### src/hw/rtl/ggs_pkg.sv
// shared types and constants of the grid splatter
// used by ggs_ctrl, ggs_datapath and the top level
package ggs_pkg;

  localparam int OFF_W     = 6;   // window offsets, covers reach up to 31
  localparam int DIM_W     = 11;  // grid extent, covers up to 2047 cells
  localparam int DRAIN_CYC = 8;   // cell pipeline depth up to the write
  localparam int IN_W      = 88;
  localparam int OUT_W     = 104;

  localparam logic OP_SPLAT = 1'b0;
  localparam logic OP_READ  = 1'b1;

  localparam logic [1:0] REG_GRID_WIDTH  = 2'd0;
  localparam logic [1:0] REG_GRID_HEIGHT = 2'd1;
  localparam logic [1:0] REG_REACH       = 2'd2;
  localparam logic [1:0] REG_INV_CUTOFF  = 2'd3;

  typedef enum logic [2:0] {
    ST_CLEAR,
    ST_IDLE,
    ST_SPLAT,
    ST_DRAIN,
    ST_READ,
    ST_RESP
  } ggs_state_t;

  typedef struct packed {
    logic             load;        // latch the input beat
    logic             issue;       // push one window cell into the pipe
    logic [OFF_W-1:0] off_x;
    logic [OFF_W-1:0] off_y;
    logic             clear_step;  // zero one memory entry
    logic             rd;          // read the requested cell
    logic             load_out;    // move read data to the output register
  } ggs_cmd_t;

  typedef struct packed {
    logic             clear_last;
    logic             out_full;
    logic             is_read;
    logic [OFF_W-1:0] reach;
  } ggs_stat_t;

endpackage

### src/hw/rtl/ggs_ctrl.sv
// controller of the grid splatter: clears the memory after reset, walks the splat window and sequences reads
// depends on ggs_pkg
module ggs_ctrl import ggs_pkg::*; (
  input  logic      clk,
  input  logic      rst,
  input  logic      in_valid,
  output logic      in_ready,
  input  ggs_stat_t stat,
  output ggs_cmd_t  cmd
);

  ggs_state_t       state, state_next;
  logic [OFF_W-1:0] off_x, off_x_next;
  logic [OFF_W-1:0] off_y, off_y_next;
  logic [2:0]       drain, drain_next;
  logic [OFF_W-1:0] span;

  assign span = OFF_W'({stat.reach, 1'b0});

  always_ff @(posedge clk) begin
    if (rst) begin
      state <= ST_CLEAR;
      off_x <= '0;
      off_y <= '0;
      drain <= '0;
    end else begin
      state <= state_next;
      off_x <= off_x_next;
      off_y <= off_y_next;
      drain <= drain_next;
    end
  end

  always_comb begin
    state_next = state;
    off_x_next = off_x;
    off_y_next = off_y;
    drain_next = drain;
    in_ready   = 1'b0;
    cmd        = '0;
    cmd.off_x  = off_x;
    cmd.off_y  = off_y;
    unique case (state)
      ST_CLEAR: begin
        cmd.clear_step = 1'b1;
        if (stat.clear_last) state_next = ST_IDLE;
      end
      ST_IDLE: begin
        in_ready = 1'b1;
        cmd.load = in_valid;
        off_x_next = '0;
        off_y_next = '0;
        if (in_valid) state_next = stat.is_read ? ST_READ : ST_SPLAT;
      end
      ST_SPLAT: begin
        cmd.issue = 1'b1;
        if (off_y == span) begin
          off_y_next = '0;
          if (off_x == span) begin
            drain_next = '0;
            state_next = ST_DRAIN;
          end else begin
            off_x_next = off_x + 1'b1;
          end
        end else begin
          off_y_next = off_y + 1'b1;
        end
      end
      ST_DRAIN: begin
        drain_next = drain + 1'b1;
        if (drain == 3'(DRAIN_CYC - 1)) state_next = ST_IDLE;
      end
      ST_READ: begin
        if (!stat.out_full) begin
          cmd.rd = 1'b1;
          state_next = ST_RESP;
        end
      end
      ST_RESP: begin
        cmd.load_out = 1'b1;
        state_next = ST_IDLE;
      end
      default: state_next = ST_IDLE;
    endcase
  end

endmodule

### config.mk
export PLATFORM = sky130hd
export DESIGN_NAME = ggs_ctrl
export DESIGN_NICKNAME = d
export VERILOG_FILES = /design/src/hw/rtl/ggs_pkg.sv /design/src/hw/rtl/ggs_ctrl.sv
export SDC_FILE = /design/constraint.sdc
export NUM_CORES = 1
export LEC_CHECK = 0
export BUFFER_PORTS_ARGS = -buffer_cell sky130_fd_sc_hd__buf_2
export CAP_MARGIN = 20
export CORE_MARGIN = 3
export CORE_UTILIZATION = 35
export DETAILED_ROUTE_END_ITERATION = 7
export HOLD_SLACK_MARGIN = 0.1
export PLACE_DENSITY = 0.65
export SLEW_MARGIN = 20
export SYNTH_ARGS = -nofsm -noshare
export SYNTH_HDL_FRONTEND = slang
export SYNTH_SLANG_ARGS = --single-unit
### constraint.sdc
create_clock -name clk -period 1.6 [get_ports clk]
set_input_delay 0.16 -clock clk [delete_from_list [all_inputs] [get_ports clk]]
set_output_delay 0.16 -clock clk [all_outputs]
set_load 0.01 [all_outputs]
==> results.json <==
{
  "finalSetupViolations": 1,
  "synth_ff_type": "sky130_fd_sc_hd__dfxtp_1",
  "status": "finished, violations left",
  "commonest_cells_in_the_netlist": "sky130_fd_sc_hd__dfxtp_1, sky130_fd_sc_hd__a21oi_1, sky130_fd_sc_hd__nand3_1, sky130_fd_sc_hd__nor2_1, sky130_fd_sc_hd__nand2_1",
  "crit_path_max_cell_delay_ns": 0.47,
  "netlist.area_leader.share": 0.319,
  "post_synth_instance_area_mm2": 0.00113,
  "synthTopCellsByArea": "sky130_fd_sc_hd__dfxtp_1, sky130_fd_sc_hd__xor2_1, sky130_fd_sc_hd__ha_1",
  "netlist.top_cell.by_area": "sky130_fd_sc_hd__dfxtp_1",
  "synth-xor-area-share": 0.0776,
  "fin_worst_skew_ns": 0.0116,
  "cts.htree.levels": 1,
  "power.static_leakage_nw": 0.655,
  "detail-route-antenna-nets": 0,
  "area_overhead_vs_synth_pct": 33.8,
  "synthDistinctLibCells": 42,
  "ctsLongestPathBuffers": 2,
  "detail_route.wl_per_cell_um": 12.7,
  "worst-endpoint-required_ns": 1.85,
  "initial_utilization": 0.389,
  "synth_seq_cells": 18,
  "slew_violations": 0,
  "design.final.nets": 194,
  "num_antenna_cells": 0,
  "final.period_utilization": 1.00,
  "cts.reportedPaths.clkPinSlew_ns": 0.12,
  "timing.hold.ws_ns": 0.156,
  "synth-compound-area-share": 0.194,
  "globalRouteOverflowTotal": 0,
  "regToRegStartpoint": "off_y[2]",
  "postCtsHoldBufs": 0,
  "core_region_area_mm2": 0.00290,
  "layout_min_cycle_time_ns": 1.60,
  "cts_made_buffers": 3,
  "routed-via-count": 1178,
  "dp_hpwl_um": 2130,
  "detailedRoute.firstPassIterationCount": 4,
  "number_of_global_route_vias_before_repair": 1077,
  "synthMostInstantiatedCell": "sky130_fd_sc_hd__dfxtp_1",
  "final_hold_viol_count": 0,
  "crit_buf_inv": 0,
  "p_per_area_mw_per_mm2": 624,
  "worstPathCellList": "xor2_2 -> nor4_4 -> nand2_2 -> or4_1 -> a21oi_1",
  "synth_top_family_by_area": "simple AND/OR/NAND/NOR gates",
  "crit_path_max_fanout": 4,
  "fin_tns_setup_ns": -0.00131,
  "post_route_cells_drive_above_1_share": 0.373,
  "critPathCaptureType": "flip-flop",
  "worst_hold_path_type": "primary input to flip-flop",
  "tightest_slew_ns": 0.505,
  "grt_antenna_before_repair": 0,
  "max_slew_margin": 0.661,
  "yosys-mux-area-fraction": 0.0466,
  "ir_worst_vdd_mv": 0.402,
  "row_count": 19,
  "synth_simple_gate_area_frac": 0.274,
  "postRouteWirelength_um": 2780,
  "number_of_drc_markers_after_the_initial_detailed_route_iteration": 37,
  "start_kind": "flip-flop",
  "part_of_the_yosys_area_used_for_sequential_elements": 0.319,
  "slowest_stage": "sky130_fd_sc_hd__or4_1",
  "cp.arrival_ns": 1.85,
  "rsz_0062_raised_after_global_routing": "yes",
  "critical_path_class": "flip-flop to flip-flop",
  "synth_cells": 133,
  "place_congestion": 0.773,
  "port-buffer-count": 28,
  "tritoncts_clock_tree": "done",
  "clk_root_buffer_cell": "sky130_fd_sc_hd__clkbuf_4",
  "die_width_um": 62.8,
  "setup_slack_ns": -0.00131,
  "postSynthNetCount": 149,
  "synth-adder-area-share": 0.0443,
  "die_height_um": 62.8,
  "first_pass_grt_wire_length_um": 4630,
  "gr-usage-all-layers": 0.143,
  "grt_start_max_net_pins": 21,
  "clock_sink_count": 18,
  "detail_route.vias_per_cell": 5.38,
  "worst_setup_path_startpoint": "off_y[2]",
  "worstSkewPairLatency_ns": 0.31,
  "failed_checks": "setup timing",
  "drc": 0,
  "yosys_warnings": 0,
  "area_enclosed_by_the_die_boundary_mm2": 0.00394,
  "hold_path_startpoint": "in_valid",
  "postSynthAreaPerCell_um2": 8.49,
  "synth_edf_count": 0,
  "synthArstFlopShare": 0,
  "maxClockFrequency_mhz": 624,
  "floorplan.io_pins": 30,
  "maxCapViolCount": 0,
  "cp_top_family": "simple AND/OR/NAND/NOR gates"
}
[report_power, final]
| part | internal, mW | leakage (nW) | total (mW) | switching, mW |
|---|---|---|---|---|
| logic | 0.0828 | 0.487 | 0.188 | 0.105 |
| registers | 0.454 | 0.147 | 0.462 | 0.00798 |
| clock network | 0.139 | 0.0210 | 0.294 | 0.155 |
[routing by layer]
metal | wire [µm] | up-vias | track usage | part of all wire
met1 | 1220 | 565 | 0.165 | 0.44
li1 | - | 584 | - | -
met5 | 0 | - | 0 | 0
met3 | 126 | 2 | 0.0342 | 0.045
met2 | 1400 | 27 | 0.260 | 0.50
met4 | 28 | 0 | 0.0413 | 0.010
[worst reg2reg max path, delay by kind of cell (launching register included)]
kind / cells / cell delay, ns
AO/OA/AOI/OAI: 1 / 0.13
AND/OR/NAND/NOR: 3 / 0.90
XOR/XNOR: 1 / 0.15
flip-flops: 1 / 0.36
[final timing paths]
| check | to | slack (ns) | cells past startpoint |
|---|---|---|---|
| worst max register to register | off_x[0] | -0.001 | 5 |
| worst min register to register | off_x[3] | 0.50 | 1 |
| worst min-delay path | state[0] | 0.16 | 3 |
| worst max-delay path | off_x[0] | -0.001 | 5 |
[logic make-up (layout without fill, tap and decap cells)]
group	after synthesis	count (layout)
muxes	5	5
buffers and inverters	9	53
and+or+nand+nor	54	54
adders and majority gates	4	4
xor gates and xnor gates	10	10
DFF	18	18
AOI/OAI and AO/OA	33	33
[final cells by class]
class	count	area (µm²)
well taps	42	52.6
flip-flops and latches	18	367
clock buffers	4	36.3
inverters	3	13.8
multi-input cells	106	766
fillers	292	1390
repair buffers	46	275
[timing repair]
action	CTS	global route
gates resized for setup	3	9
setup endpoints to repair	7	19
pin swaps	0	1
setup buffers	0	1
[sequential cells by signal, summed over array words and instances (netlist names)]
register,flops
off_x,6
state,3
drain,3
off_y,6
[placed cells by master (no fill, tap or decap), drive strengths merged]
cell type | synthesis | final
buf | 4 | 46
o21ai | 4 | 4
nor3 | 6 | 6
o311ai | 1 | 1
a32oi | 1 | 1
nor4 | 2 | 2
nand2b | 1 | 1
xor2 | 6 | 6
o32ai | 1 | 1
dfxtp | 18 | 18
nor3b | 1 | 1
nor2 | 9 | 9
ha | 4 | 4
clkbuf | 1 | 4
and2 | 5 | 5
nand3 | 9 | 9
a311oi | 4 | 4
and3 | 1 | 1
nor2b | 4 | 4
nand2 | 8 | 8
a22oi | 1 | 1
a21oi | 10 | 10
nand4 | 2 | 2
a31oi | 5 | 5
and3b | 1 | 1
mux2 | 2 | 2
a21o | 1 | 1
a211oi | 1 | 1
mux2i | 3 | 3
o31ai | 4 | 4
inv | 3 | 3
nand3b | 2 | 2
or4 | 2 | 2
nor4b | 1 | 1
xnor2 | 4 | 4
[through the flow]
stage	setup WS [ns]	instance area, µm²	total power, mW	instances	util
2_1_floorplan	0.00281	1140	0.578	133	-
3_3_place_gp	0.0322	1420	0.646	214	0.490
3_5_place_dp	-0.0427	1420	0.650	214	0.490
4_1_cts	0.0141	1470	0.939	218	0.506
5_1_grt	-0.0790	1510	0.984	219	0.521
6_report	-0.00131	1510	0.943	219	0.521
No activity file was read; power rests on OpenSTA's default activity.
